$ cat src/rtl/rcbem_ram.sv
// ----------------------------------------------------------------------------
// rcbem_ram
// Generic single-port synchronous RAM with a registered read.
// ----------------------------------------------------------------------------
module rcbem_ram #(
  parameter int WIDTH = 8,
  parameter int DEPTH = 16,
  localparam int AW = $clog2(DEPTH)
) (
  input  logic             clk_i,
  input  logic             we_i,
  input  logic [AW-1:0]    addr_i,
  input  logic [WIDTH-1:0] wdata_i,
  output logic [WIDTH-1:0] rdata_o
);

  logic [WIDTH-1:0] mem_q [DEPTH];
  logic [WIDTH-1:0] rdata_q;

  always_ff @(posedge clk_i) begin
    if (we_i) begin
      mem_q[addr_i] <= wdata_i;
    end
    rdata_q <= mem_q[addr_i];
  end

  assign rdata_o = rdata_q;

endmodule

$ cat config.mk
export PLATFORM = sky130hd
export DESIGN_NAME = rcbem_ram
export DESIGN_NICKNAME = d
export VERILOG_FILES = /design/src/rtl/rcbem_ram.sv
export SDC_FILE = /design/constraint.sdc
export NUM_CORES = 1
export LEC_CHECK = 0
export BUFFER_PORTS_ARGS = -buffer_cell sky130_fd_sc_hd__buf_2
export CORE_MARGIN = 2
export CORE_UTILIZATION = 25
export CTS_BUF_LIST = sky130_fd_sc_hd__clkbuf_4 sky130_fd_sc_hd__clkbuf_8
export DETAILED_ROUTE_END_ITERATION = 16
export SLEW_MARGIN = 20
export SYNTH_ARGS = -nofsm -noshare
export SYNTH_HDL_FRONTEND = slang
export SYNTH_SLANG_ARGS = --single-unit
export TNS_END_PERCENT = 5
$ cat constraint.sdc
create_clock -name clk_i -period 4.5 [get_ports clk_i]
set_input_delay 0.9 -clock clk_i [delete_from_list [all_inputs] [get_ports clk_i]]
set_output_delay 0.9 -clock clk_i [all_outputs]
set_load 0.05 [all_outputs]
* After elaboration in Yosys (flattened, before gate mapping) *
Memories as Yosys holds them, arrays and structs flattened. A register that Yosys moved wholly into a read port is not among the register bits.
Index checks and enable logic that the tools add are counted.

operators by class
  muxes and demuxes = 2

operator list
  operator           number
  1-bit two-way mux  2

storage, ports and cells
  register bits after elaboration = 0
  RAM bits = 128
  input bits = 14
  output and inout bits = 8
  word-level logic and storage cells = 3
  memories = 1

memory list
  memory  depth  bits a word  read ports  clocked after memory_dff  write ports  RTL line  RTL
  mem_q   16     8            1           1                         1            17        logic [WIDTH-1:0] mem_q [DEPTH];

* Logic depth before layout (Yosys ltp) *
  depth after elaboration = 2
  gate-level depth with buffers = 5
  gate-level depth less buffers = 3

* Least setup slack after synthesis *
Ideal clock, no wire load.

  path type = input to register
  start = input port addr_i[2]
  end = memory mem_q[0][0], enable pin
  library setup time = 0.383 ns
  arrival time = 2.010 ns
  required time = 4.117 ns
  path slack = 2.107 ns
  stages = 2
  path buffers = 0
  cells stage by stage = or3b_2 nor3_1

RTL lines
  what             RTL line  RTL
  start, declared  12        input logic [AW-1:0] addr_i,
  end, declared    17

Straight into the memory's write port.

* Worst setup path after layout *
  start = input port addr_i[1]
  end = memory mem_q[3][2], enable pin

Straight into the memory's write port.

==> flow_metrics.tcl <==
set metrics [dict create \
    synth-seq-cells 136 \
    end_kind "register" \
    layout_min_cycle_time_ps 2547 \
    path_max_fanout 39 \
    fin_ws_ps 1953 \
    hp-class "register to register" \
    drc 0 \
    ys.flop_type "edfxtp_1" \
    ys_top_cells_by_count "128 x edfxtp_1, 32 x mux4_2, 16 x a22oi_1" \
    die_w_microns 146.4 \
    async_flop_share_pct 0 \
    place_hpwl_microns 6283 \
    ios 22 \
    r2r_end "rdata_o[5]" \
    pwr_density_cell_mw_per_mm2 439.2 \
    fin_setup_tns_ps 0 \
    cts_buffers 17 \
    synth_fp_nets 244 \
    period_share_pct 56.61 \
    portBuffers 21 \
    crit_start "addr_i[1]" \
    worst_slew_pin_slew_ps 969.2 \
    synth_top_cell_by_area "edfxtp_1" \
    finalNetCount 277 \
    cts_sinks 136 \
    drt_iter0_drc 177 \
    path_clk_slew_ps 70 \
    area_growth_pct 16.49 \
    root_buffer "clkbuf_8" \
    syn-instance-count 230 \
    post_cts_buffers 0 \
    worstReg2RegStart "mem_q[7][5]" \
    netlist_top_cells_area "edfxtp_1 76%, mux4_2 14%, dfxtp_1 3.2%" \
    gr-total-overflow 0 \
    dp_slack_ps 1430 \
    r2r_setup_slack_ps 3110 \
    clk_latency_ps 430 \
    grtUsageTotal_pct 9.818 \
    synth_area_sq_mm 0.005067 \
    wl_per_cell_microns 18.23 \
    core-area_sq_mm 0.02004 \
    ir_drop_mv 0.1868 \
    skew_ps 10.16 \
    relSlewSlack_pct 35.39 \
    ff2ff_path_depth 3 \
    grt_max_degree 40 \
    rsz0062_at_grt "no" \
    vias 2306 \
    synth_edf_count 128 \
    firstDrtPassIters 4 \
    critical_path_class "primary input to register" \
    p_total_mw 2.592 \
    worstHoldStart "mem_q[10][3]" \
    setup_violations 0 \
    timing.max_cap.violations 0 \
    cts_tree "yes" \
    synth.avg_cell_area_sq_um 22.03 \
    antenna_found_initial 1 \
    yosysSeqAreaShare_pct 79.01 \
    fmax_mhz 392.6 \
    synth_most_common_cell "edfxtp_1" \
    status "complete, no violations" \
    synth_top_area_share_pct 75.85 \
    yosysWarnings 0 \
    gp_congestion 0.7125 \
    initial_core_util_pct 25.29 \
    die_h_microns 146.4 \
    endpoint "mem_q[3][2]" \
    slew_violations 0 \
    p_leak_nw 1.852 \
    fp.dieArea_sq_mm 0.02142 \
    grt_pass1_vias 2503 \
    cts_hold_buf 0 \
    whs_path_depth 3 \
    grt_pass1_wl_microns 15270 \
    clock_path_buffers 2 \
    utilization_pct 29.46 \
    antenna_left 0 \
    critPathLaunchType "primary input" \
    worst_ep_required_time_ps 4550 \
    yosysUniqueCellTypes 18 \
    routed_via_density 4.216 \
    row_count 52 \
    hold_viol 0 \
    ctsHtreeMaxLevel 4 \
    drive_gt1_share_pct 32.97 \
    wirelength_microns 9973 \
    arrival_ps 2600 \
    cts_resized 0 \
]
==> flip-flops by register name, summed over array words and instances, names as in the netlist <==
signal / count
mem_q: 128
rdata_o: 8
==> worst min path at each step <==
stage	end	slack (ps)
2_1_floorplan	rdata_o[0]	630
3_3_place_gp	rdata_o[4]	670
3_5_place_dp	rdata_o[3]	680
4_1_cts	rdata_o[3]	700
5_1_grt	rdata_o[5]	720
6_report	rdata_o[3]	700
==> layout make-up <==
cell class | count | area, sq um
multi-input combinational | 83 | 1008
sequential | 136 | 4004
clock buffer | 25 | 325.3
fill | 1985 | 14140
antenna | 1 | 2.502
tap | 270 | 337.8
clock inverter | 7 | 90.09
timing repair buffer | 25 | 135.1
==> routing by layer <==
layer | vias up | GRT usage (%) | share of wire (%)
li1 | 1027 | - | -
met4 | 0 | 4.466 | 1.8
met5 | - | 0 | 0
met2 | 53 | 15.42 | 49
met1 | 1215 | 12.66 | 45
met3 | 11 | 2.844 | 3.8
==> layout by cell type (no fill, tap or decap) <==
| cell type | instances |
|---|---|
| nand3b_1 | 2 |
| diode_2 | 1 |
| clkinv_2 | 3 |
| a22oi_1 | 16 |
| nor2b_1 | 2 |
| nor3_1 | 3 |
| nor2_1 | 13 |
| nand2_1 | 9 |
| or3b_2 | 1 |
| edfxtp_1 | 128 |
| clkbuf_8 | 22 |
| buf_4 | 4 |
| nand2b_1 | 2 |
| dfxtp_1 | 8 |
| mux4_2 | 32 |
| bufinv_16 | 2 |
| nor3_2 | 1 |
| and2_1 | 1 |
| clkbuf_4 | 3 |
| nand3_1 | 1 |
| buf_2 | 21 |
| clkinvlp_4 | 2 |
==> where the power goes <==
part	switching, mW	internal [mW]	total, mW
sequential	0.00772	1.42	1.42
clock	0.430	0.582	1.01
combinational	0.106	0.0518	0.157
total	0.543	2.05	2.59
==> worst max-delay path: stages <==
cell,delay (ps)
buf_2,720
nand2_1,260
nor2_1,690
==> cells by family after synthesis <==
group,share of synthesized area [%]
muxes,14.22
buffers and inverters,1.185
DFF,79.01
and+or+nand+nor,3.210
AOI/OAI and AO/OA,2.370
==> per-stage QoR <==
stage	std cells	hold WS, ps	cell area, sq um
finish	547	700.7	5903
CTS	546	699.6	5901
global route	546	724.5	5901
global placement	514	665.1	5480
floorplan	230	634.9	5067
detailed placement	514	683.2	5485
(Power assumes the default switching activity.)
