[src/rtl/rcbem_pkg.sv]
// ----------------------------------------------------------------------------
// rcbem_pkg
// Shared constants, codes and types of the region-checked big-endian memory.
// ----------------------------------------------------------------------------
package rcbem_pkg;

  localparam int DescRegs       = 4;
  localparam int CfgIdxW        = 2;
  localparam int DescW          = 64;
  localparam int RegionCountDef = 4;
  localparam int RegionBytesDef = 4096;
  localparam int LaneCount      = 8;

  localparam int DescSizeMsb = 44;
  localparam int DescSizeLsb = 32;
  localparam int DescSizeW   = DescSizeMsb - DescSizeLsb + 1;
  localparam int DescPermMsb = 47;
  localparam int DescPermLsb = 45;

  localparam logic [1:0] OpRead    = 2'd0;
  localparam logic [1:0] OpWrite   = 2'd1;
  localparam logic [1:0] OpPreload = 2'd2;
  localparam logic [1:0] OpProbe   = 2'd3;

  typedef struct packed {
    logic       hit;
    logic [1:0] number;
    logic [2:0] perms;
  } region_res_t;

  function automatic logic [3:0] access_bytes(input logic [1:0] code);
    return 4'd1 << code;
  endfunction

endpackage

[src/rtl/rcbem_region.sv]
// ----------------------------------------------------------------------------
// rcbem_region
// Parallel region match: picks the mapped region with the lowest base that
// holds the whole access and forms the byte index into the store.
// ----------------------------------------------------------------------------
module rcbem_region #(
  parameter int REGION_COUNT = rcbem_pkg::RegionCountDef,
  parameter int REGION_BYTES = rcbem_pkg::RegionBytesDef,
  localparam int NDesc = (REGION_COUNT < rcbem_pkg::DescRegs) ? REGION_COUNT
                                                               : rcbem_pkg::DescRegs,
  localparam int AW = $clog2(REGION_COUNT * REGION_BYTES)
) (
  input  logic [rcbem_pkg::DescW-1:0] desc_i [NDesc],
  input  logic [31:0]                 addr_i,
  input  logic [1:0]                  size_i,
  output rcbem_pkg::region_res_t      res_o,
  output logic [AW-1:0]               index_o
);

  localparam int SW = ($clog2(REGION_BYTES + 1) > rcbem_pkg::DescSizeW)
                    ? $clog2(REGION_BYTES + 1) : rcbem_pkg::DescSizeW;
  localparam logic [SW-1:0] RegionBytesW = SW'(REGION_BYTES);
  localparam logic [32:0]   SpaceEnd     = 33'h1_0000_0000;

  logic [31:0]      base   [NDesc];
  logic [SW-1:0]    raw_sz [NDesc];
  logic [SW-1:0]    eff_sz [NDesc];
  logic [32:0]      lim    [NDesc];
  logic [AW-1:0]    cand   [NDesc];
  logic [NDesc-1:0] hit_v;
  logic [NDesc-1:0] win;
  logic [32:0]      end_a;

  always_comb begin
    end_a = {1'b0, addr_i} + 33'(rcbem_pkg::access_bytes(size_i));
    for (int r = 0; r < NDesc; r++) begin
      base[r]   = desc_i[r][31:0];
      raw_sz[r] = SW'(desc_i[r][rcbem_pkg::DescSizeMsb:rcbem_pkg::DescSizeLsb]);
      eff_sz[r] = (raw_sz[r] > RegionBytesW) ? RegionBytesW : raw_sz[r];
      lim[r]    = {1'b0, base[r]} + 33'(eff_sz[r]);
      hit_v[r]  = (eff_sz[r] != '0) && (lim[r] <= SpaceEnd) &&
                  (addr_i >= base[r]) && (end_a <= lim[r]);
      cand[r]   = AW'(r * REGION_BYTES) + AW'(addr_i - base[r]);
    end
  end

  always_comb begin
    for (int r = 0; r < NDesc; r++) begin
      win[r] = hit_v[r];
      for (int s = 0; s < NDesc; s++) begin
        if (s != r && hit_v[s] &&
            !((base[r] < base[s]) || ((base[r] == base[s]) && (r < s)))) begin
          win[r] = 1'b0;
        end
      end
    end
  end

  always_comb begin
    res_o   = '0;
    index_o = '0;
    for (int r = 0; r < NDesc; r++) begin
      if (win[r]) begin
        res_o.hit    = 1'b1;
        res_o.number = 2'(r);
        res_o.perms  = desc_i[r][rcbem_pkg::DescPermMsb:rcbem_pkg::DescPermLsb];
        index_o      = cand[r];
      end
    end
  end

endmodule

[config.mk]
export PLATFORM = sky130hd
export DESIGN_NAME = rcbem_region
export DESIGN_NICKNAME = d
export VERILOG_FILES = /design/src/rtl/rcbem_pkg.sv /design/src/rtl/rcbem_region.sv
export SDC_FILE = /design/constraint.sdc
export NUM_CORES = 1
export LEC_CHECK = 0
export ABC_AREA = 1
export BUFFER_PORTS_ARGS = -buffer_cell sky130_fd_sc_hd__buf_4
export CAP_MARGIN = 25
export CORE_MARGIN = 2
export CORE_UTILIZATION = 30
export DETAILED_ROUTE_END_ITERATION = 16
export PLACE_DENSITY_LB_ADDON = 0.2
export SLEW_MARGIN = 30
export SYNTH_ARGS = -nofsm -noshare
export SYNTH_HDL_FRONTEND = slang
export SYNTH_SLANG_ARGS = --single-unit
[constraint.sdc]
create_clock -name vclk -period 5.6
set_clock_uncertainty 0.05 [all_clocks]
set_input_delay 0.84 -clock vclk [all_inputs]
set_output_delay 0.84 -clock vclk [all_outputs]
set_load 0.1 [all_outputs]
Yosys cells after proc, flatten, opt, wreduce, memory -nomap -nowiden --
Index checks and enable logic that the tools add are counted.
Word-level totals: bits in registers 0, output and inout bits 20, logic and storage cells 117, input bits 290
Operators by class: mux-type cells 24, equality and inequality tests 6, add/sub/neg operators 12, shifts and indexed selects 1, order comparisons 28, reductions and logical operators 46
Operators by type and width (count):
- less-than comparator 32 bit | 12
- equality test 32 bit | 6
- adder 32 x 13 -> 33 bit | 4
- <= comparator 33 bit | 4
- <= comparator 33 bit, second input constant | 4
- >= comparator 32 bit | 4
- 2-to-1 mux 14 bit | 4
- subtractor 14 bit | 4
- > comparator 13 bit, second input constant | 4
- 2-to-1 mux 13 bit | 4
- nonzero test 13 bit | 4
- adder 32 x 4 -> 33 bit | 1
- adder 14 bit, first input constant | 2
- logical AND 1 bit | 24
- 2-to-1 mux 6 bit | 4
- adder 13 x 14 -> 14 bit, first input constant | 1
- zero test 1 bit | 12
- 2-to-1 mux 1 bit | 12
- logical OR 1 bit | 6
- << shifter 1 x 2 -> 4 bit, first input constant | 1

Depth between registers and ports, before layout --
Gate-level depths: netlist of the first run.
word-level depth 15, gate-level depth with buffers 42, depth with buffers taken out 42

Least setup slack after synthesis of the first run --
OpenSTA, ideal clock, no wires.
kind in2out, start point input size_i[0], end point output res_o[3] in the netlist's numbering, required time 4.710 ns, arrival 6.776 ns, stages on the path 34, buffers on the path 0, path slack -2.066 ns, path through nor2_1 -> ha_1 -> fa_1 -> nand3_1 -> nand3_1 -> nand2_1 -> nor4_1 -> nand2_1 -> nor2_1 -> nand3_1 -> nor2_1 -> nand2_1 -> nor2_1 -> nand4_1 -> nor3_1 -> nand3_1 -> nor2_1 -> nand4_1 -> nor2_1 -> ha_1 -> nand2_1 -> nor2_1 -> nand4_1 -> nor4_1 -> nand3b_1 -> nand3_1 -> o21ai_0 -> nand2_1 -> nor2_1 -> nand3_1 -> inv_1 -> nor2_1 -> nand2_1 -> o21ai_0
RTL lines:
- start, declared | RTL line rcbem_region.sv:15 | input logic [1:0] size_i,
- end, declared | RTL line rcbem_region.sv:16 | output rcbem_pkg::region_res_t res_o,

Worst setup path in the final report of the first run --
start point input size_i[0], end point output index_o[4]
On the way: cells in the longest elaborated chain, start to end 12, elaborated cells on any way between the ends 38, those cells by class 1 x add/sub; 4 x order compare; 1 x shift; 16 x mux; 16 x reduce/logical
RTL lines:
- << shifter 1 x 2 -> 4 bit (*) | RTL line rcbem_pkg.sv:32 | return 4'd1 << code;
- adder 32 x 4 -> 33 bit (*) | RTL line rcbem_region.sv:35 | end_a = {1'b0, addr_i} + 33'(rcbem_pkg::access_bytes(size_i));
- <= comparator 33 bit | RTL line rcbem_region.sv:42 | (addr_i >= base[r]) && (end_a <= lim[r]);
- logical AND 1 bit | RTL line rcbem_region.sv:42
- logical AND 1 bit | RTL line rcbem_region.sv:51 | if (s != r && hit_v[s] &&
- 2-to-1 mux 1 bit (3 in series) | RTL line rcbem_region.sv:51
- 2-to-1 mux 14 bit (3 in series) | RTL line rcbem_region.sv:63 | if (win[r]) begin
- 2-to-1 mux 14 bit (*) | RTL line rcbem_region.sv:63
- end, declared | RTL line rcbem_region.sv:17 | output logic [AW-1:0] index_o
Mark *: on every way between the ends. The rest lies on a longest branch, timed or not.

==> results.txt, run 1 <==
- The flow ran to the end, but the final reports show violations.
- Failing checks: setup timing
- Yosys synthesis warning count: 0
- Part of the total power dissipated in sequential elements: 0%
* Peak ir drop on the vdd network: roughly 0.00024 V
* Fraction of final layout cells sized beyond drive strength 1: a little over a quarter
- Initial core utilization: 30.3%
- Area share of the leading cell type in the synthesized netlist: between 30% and 40%
* Unique cell type count in the Yosys netlist: 54
- Wirelength, routed: around 110000 µm
- After routing the design area is approximately 32000 µm².
- Routability-driven placement finished with a final weighted congestion of around 1.
- First-pass GRT wire length: approximately 160000 µm
- In this run the count of I/O pins placed on the die edge is 310.
- Among all stages on the critical path, the largest delay is contributed by or2_2.
- Final min period: 7.07 ns
* GRT overflow: 0
- In this run the cell area measured after placement is 30200 µm².
- Final worst-path cycle share: 126%
- Netlist area before placement: approximately 22000 µm²
- Drt initial violations: about 2200
- By area the synthesized netlist is led by ha_1, nand2_1, inv_1, a21oi_1, nor2_1.
- In this run the static leakage power is roughly 18 nW.
- Startpoint kind of the worst setup timing path: input port
- Broken down by cell family, the worst path's largest delay share belongs to simple AND/OR/NAND/NOR gates.
* Total of fill cells in the finished design: about 7700
- Worst Setup End Kind: primary output
* Syn_area_per_cell: ~5.8 µm²
- Core Footprint: 71500 µm²
- Counting both buffers and inverters, the worst setup path holds a total of 10.
* HPWL after DPL: slightly below 100000 µm
- The count of nets left with antenna violations once routing finished came out at 0.
- Critical Path Max Stage Delay: between 0.3 and 0.4 ns
- For the pin with the worst max-slew slack, the measured transition is ~0.72 ns.
* Classification of the worst setup path: in2out
- Pre-antenna DRT Iters: 6
* Max-Slew Margin vs Limit: 51.5%
* Post-place setup slack: -1.86 ns
- The initial antenna violation count is 2.
- Switch share: 59.2%
- Sum of negative setup slack: -28.36 ns
* Power share of the combinational group: 100.0%
- Internal power of the cells: around 1.5 mW
* Final worst slack: -1.47 ns
- For this run, design rule violations remaining after detail routing come to 0.
- Required time reported for the critical path endpoint: roughly 4.7 ns
- Detailed-route wire length per cell: 19.7 µm
- Data on the critical path arrives at its endpoint at approximately 6.2 ns.
- Sequential cell count of the final layout: 0
* Final setup violation count: 20
- From left edge to right edge, the die measures ~270 µm.
- Along the worst path, the maximum fanout reaches 6.
- Synthesis handed over a netlist of about 3700 instances.
- Cells fill between 40% and 50% of the core in the end.
- Max-slew violations: 0
- Summed over all instances, the cell type with the most area after synthesis is ha_1.
- Sequential area share after synthesis: 0%
- Area taken by multi-input logic gates: around 20000 µm²
* Register area: 0 µm²
- When the netlist entered floorplanning its net count stood at between 4000 and 5000.
- Worst Hold Class: in2out
- The initialized floorplan defines between 90 and 100 standard-cell rows.
- Across the run, the number of max-cap violations was 0.
* Number of global-route vias before repair: 26400
- Via density per instance: roughly 5
- For this block, the via count after detailed routing is between 20000 and 30000.
- Compared with the post-synthesis result, the final layout area differs by 47.9%.
- Global Route Usage Sum: approximately 29%
- The die is 273 µm tall.
- Timing-limited maximum frequency: between 100 and 150 MHz
* RSZ-0062 raised after global routing: true
* Die footprint: between 70000 and 80000 µm²
* Count of nets after finishing: 5562
- The final hold violation count is 0.
* Number of clock-tree buffers in the layout: 0
* Antenna diodes: 0
* PwrDens: roughly 120 nW/µm²
- Entering global routing, the biggest net connects 28 pins.
- Clock share of power: 0%
- Buffers placed on the I/O ports in this run total 246.
* Net Switching: about 2.2 mW
[final timing paths]
kind,from,to,slack [ns],cells after the start
setup / recovery,size_i[0],index_o[4],-1.47,40
hold / removal,desc_i[45],res_o[0],2.05,4
[synthesized netlist by cell type (all sizes together), types with 12 or more instances]
master and instances:
o21bai 17, nor2 348, nand2 1057, a21oi 282, nand4 110, nor4 39, xnor2 23, nand3b 17
fa 25, inv 671, o21ai 102, and2 12, ha 549, nand3 237, o21a 15, o211ai 17
xor2 73, nor3 65
[metal layers]
layer | GRT usage [%] | up-vias | wire, µm
met3 | 2.83 | 152 | 6360
met1 | 39.2 | 12800 | 51000
met2 | 48.0 | 891 | 49800
met5 | 0 | - | 13
li1 | - | 14200 | -
met4 | 8.18 | 2 | 3900
[power by group through the flow]
stage / Combinational [mW] / Sequential (mW) / Clock [mW]
3_5_place_dp: 3.38 / 0 / 0
5_1_grt: 4.08 / 0 / 0
6_report: 3.77 / 0 / 0
3_3_place_gp: 3.37 / 0 / 0
4_1_cts: 3.64 / 0 / 0
2_1_floorplan: 1.95 / 0 / 0
[worst min-delay path, stage by stage]
cell	delay (ns)
buf_4	0.08
nand2_1	0.04
nand3b_1	0.10
buf_8	0.20
[cell families after synthesis]
group                      synth area share [%]
buffers and inverters                      12.0
xor gates and xnor gates                   3.92
adders and majority gates                  34.1
and+or+nand+nor                            37.8
AOI/OAI and AO/OA                          12.2
[timing repair]
item                                    CTS  global route
endpoints found under the hold margin     0             0
gates resized for setup                 239            64
cloned                                    1             5
endpoints found under the setup margin   20            20
hold buffers                              0             0
pin swaps                                86            65
buffers inserted                         39             9
[metrics by stage]
step	total power, mW	hold WS [ns]	std cells
finish	3.77	2.05	5646
global route	4.08	2.07	5646
CTS	3.64	2.06	5632
detailed placement	3.38	2.09	5595
global placement	3.37	2.09	5595
floorplan	1.95	2.10	3727
[final cells by class]
type / instances / area share (%)
multi-input cells: 3046 / 63.6
repair buffers: 975 / 24.6
inverters: 675 / 8.04
well taps: 950 / 3.71
[cells in the final DEF (no fill, tap or decap), types with 53 or more instances in the layout]
| cell | n |
|---|---|
| a21oi_1 | 268 |
| buf_4 | 920 |
| ha_1 | 534 |
| inv_1 | 646 |
| nand2_1 | 954 |
| nand2_2 | 73 |
| nand3_1 | 202 |
| nand4_1 | 110 |
| nor2_1 | 308 |
| nor3_1 | 53 |
| o21ai_0 | 83 |
| xor2_1 | 68 |
(Power assumes the default switching activity.)
==> run 2, diff against run 1 <==
ABC_AREA = default   (was 1)
==> run 2 against run 1 <==
The run still ends with setup timing left. Critical endpoint is now res_o[1]. Die area shrank 12%. Synthesized area shrank 12%. Non-clock buffer count grew 143. Cell count shrank 20%. Combinational power shrank 5%.
==> results.txt, run 2 <==
* Count of nets after finishing: 4513 (-19%)
- The die height was 256 µm (-6.1%).
* PwrDens: 123 nW/µm² (+4.7%)
- Via density per instance: 5.32 (+7.1%)
- The half-perimeter wire length after placement is 88700 µm (-10%).
- Timing-limited maximum frequency: 124 MHz (-12%)
- Leaving out fill and tap cells, the most frequent cell in the layout is buf_4.
* Netlist area before placement: 19100 µm² (-12%)
- Critical path data arrival time: 7.15 ns (+0.97 ns)
* Worst-path cell with the longest stage delay: or4b_4
- Yosys synthesis warning count: 0 (unchanged)
- Classification of the worst setup path: in2out
* Peak ir drop on the vdd network: 0.000125 V (-47%)
* First-pass GRT wire length: 146000 µm (-10%)
* Final weighted congestion of routability-driven global placement: 1.03 (+2.4%)
- Count of max-cap constraint violations: 0 (unchanged)
- The count of boundary I/O pins came to 310 (unchanged).
- The number of global-route vias before repair is 24000 (-9.2%).
- The overall track demand over capacity in global routing is 28.9% (+0.098 points).
- Wirelength, routed: 97800 µm (-12%)
- Failing checks: setup timing
- Post-synth net total: 3428 (-25%)
* Critical Path Max Stage Delay: 0.51 ns (+0.20 ns)
- STA classifies the critical path startpoint as an input port.
- Via count: 23900 (-15%)
* Final worst-path cycle share: 143% (+17 points)
* Max-Slew Margin vs Limit: 31.3% (-20 points)
- Compared with the post-synthesis result, the final layout area differs by 52.8%.
- Initial core utilization: 30.3% (about the same)
- The cell that appears most often on the critical path is a211o_1.
- The least setup slack across all paths after layout was -2.44 ns (-0.964 ns).
- Critical path peak fanout: 8 (+2)
- Sequential cell count of the final layout: 0 (unchanged)
* Post-place setup slack: -2.77 ns (-0.914 ns)
* Maximum number of pins on one net before global-route repair: 13 (-54%)
- The leakage power came to 14.6 nW (-19%).
- The count of routing violations after the opening detailed-route iteration came to 1697 (-21%).
* Buffers on Ports: 246 (unchanged)
* Antenna diodes: 0 (unchanged)
* Syn_area_per_cell: 7.43 µm² (+28%)
- Core Footprint: 63000 µm² (-12%)
* Pre-antenna DRT Iters: 5 (-1)
* Register area: 0 µm² (unchanged)
- Final min period: 8.04 ns (+0.964 ns)
- RSZ-0062 raised after global routing: true
- Top cells by instance count after synthesis: ha_1, inv_1, a21oi_1
- The initial antenna violation count is 1 (-1).
- The die area came to 65500 µm² (-12%).
* Worst hold slack across all endpoints: 2.03 ns (-0.0194 ns)
* Sequential area share after synthesis: 0% (unchanged)
- Leading cell types in the layout, fill and taps excluded: buf_4, ha_1, inv_1, a21oi_1, o21ai_0
- The final global-route overflow total was 0 (unchanged).
- Status: finished, violations left
- The number of instances in the synthesized netlist came to 2564 (-31%).
- The most common cell in the synthesized netlist is ha_1.
- The number of max-slew violations in the final report was 0 (unchanged).
- The ratio of cells with drive above 1 in the final layout was 33.0% (+6.2 points).
- The final number of setup-violating endpoints is 20 (unchanged).
* Total of fill cells in the finished design: 6390 (-17%)
- Worst Hold Class: in2out
- The remaining antenna violation count after routing is 0 (unchanged).
- Number of clock-tree buffers in the layout: 0 (unchanged)
- The horizontal die dimension is 256 µm (-6.1%).
* Detailed-route wire length per cell: 21.8 µm (+11%)
* Row count: 92 (-6.1%)
- Hold violation count in the final report: 0 (unchanged)
- The actual slew at the worst max-slew pin came to 1.00 ns (+0.283 ns).
- Required time reported for the critical path endpoint: 4.71 ns (about the same)
- Post-detailed-route DRC marker count: 0 (unchanged)
- STA classifies the critical path endpoint as a primary output.
- The setup TNS is -46.45 ns (-18.10 ns).
* Final cell utilization of the core: 46.2% (+1.5 points)
* Unique cell type count in the Yosys netlist: 85 (+57%)
* Area contributors post-synth: ha_1, xnor2_1, a21oi_1, o21ai_0, inv_1
- The area share of the largest cell type after synthesis came to 36.1% (+4.3 points).
- The biggest area contributor in the post-synthesis netlist is ha_1.
==> run 2: changes by cell type after synthesis, moves of 29 or more <==
cell,change
nand2_1,-883
inv_1,-453
nor2_1,-178
xnor2_1,+135
nand3_1,-133
a21oi_1,-86
nor2b_1,+73
o21ai_0,+64
a21o_1,+48
xor2_1,-32
a211oi_1,+31
a31oi_1,+29
==> run 2: layout make-up <==
cell class | count | area (µm²) | share of cell area, %
well taps | 846 | 1060 | 3.64
inverters | 211 | 796 | 2.73
multi-input cells | 2318 | 18600 | 63.8
repair buffers | 1118 | 8680 | 29.8
==> run 2: kinds of logic (layout without fill, tap and decap cells) <==
family / Yosys count / in the layout / share of synthesized area (%)
AO/OA/AOI/OAI: 704 / 704 / 23.9
XOR/XNOR: 198 / 198 / 9.10
adder cells (fa/ha/maj): 574 / 574 / 38.7
buffers and inverters: 246 / 1329 / 4.92
multiplexers: 8 / 8 / 0.427
AND/OR/NAND/NOR: 834 / 834 / 23.0
==> run 2: repair_timing <==
action | 4_1_cts | 5_1_grt
resized for setup | 84 | 18
setup buffers | 3 | 2
hold buffers | 0 | 0
setup endpoints to repair | 20 | 20
pin swaps | 24 | 8
==> run 2: path summary, 6_finish.rpt <==
path                    start  depth (start not counted)  slack, ns        to
setup / recovery  desc_i[160]                         26      -2.44  res_o[1]
hold / removal    desc_i[237]                          3       2.03  res_o[0]
==> run 2: report_power, final <==
part | internal, mW | switching, mW | total [mW] | leakage, nW
registers | 0 | 0 | 0 | 0
logic | 1.62 | 1.97 | 3.59 | 14.6
clock network | 0 | 0 | 0 | 0
==> run 2: metrics by stage <==
stage               total power [mW]  cells  area, µm²
finish                          3.59   4493      29100
global route                    3.88   4493      29100
CTS                             3.55   4491      29000
detailed placement              3.36   4488      28600
global placement                3.30   4488      28600
floorplan                       1.83   2564      19300
==> run 2: metal layers <==
metal	vias up	track usage, %	routed length, µm
met1	11200	38.1	44200
met2	684	49.8	45300
met4	2	10.4	4380
met5	-	0	11
met3	160	1.22	3920
li1	11900	-	-
==> run 2: worst max-delay path: cells and delay by family <==
kind                     cells  cell delay (ns)
AND/OR/NAND/NOR              8             2.06
buffers and inverters        3             0.41
adder cells (fa/ha/maj)      3             0.86
XOR/XNOR                     1             0.12
AO/OA/AOI/OAI               11             2.84
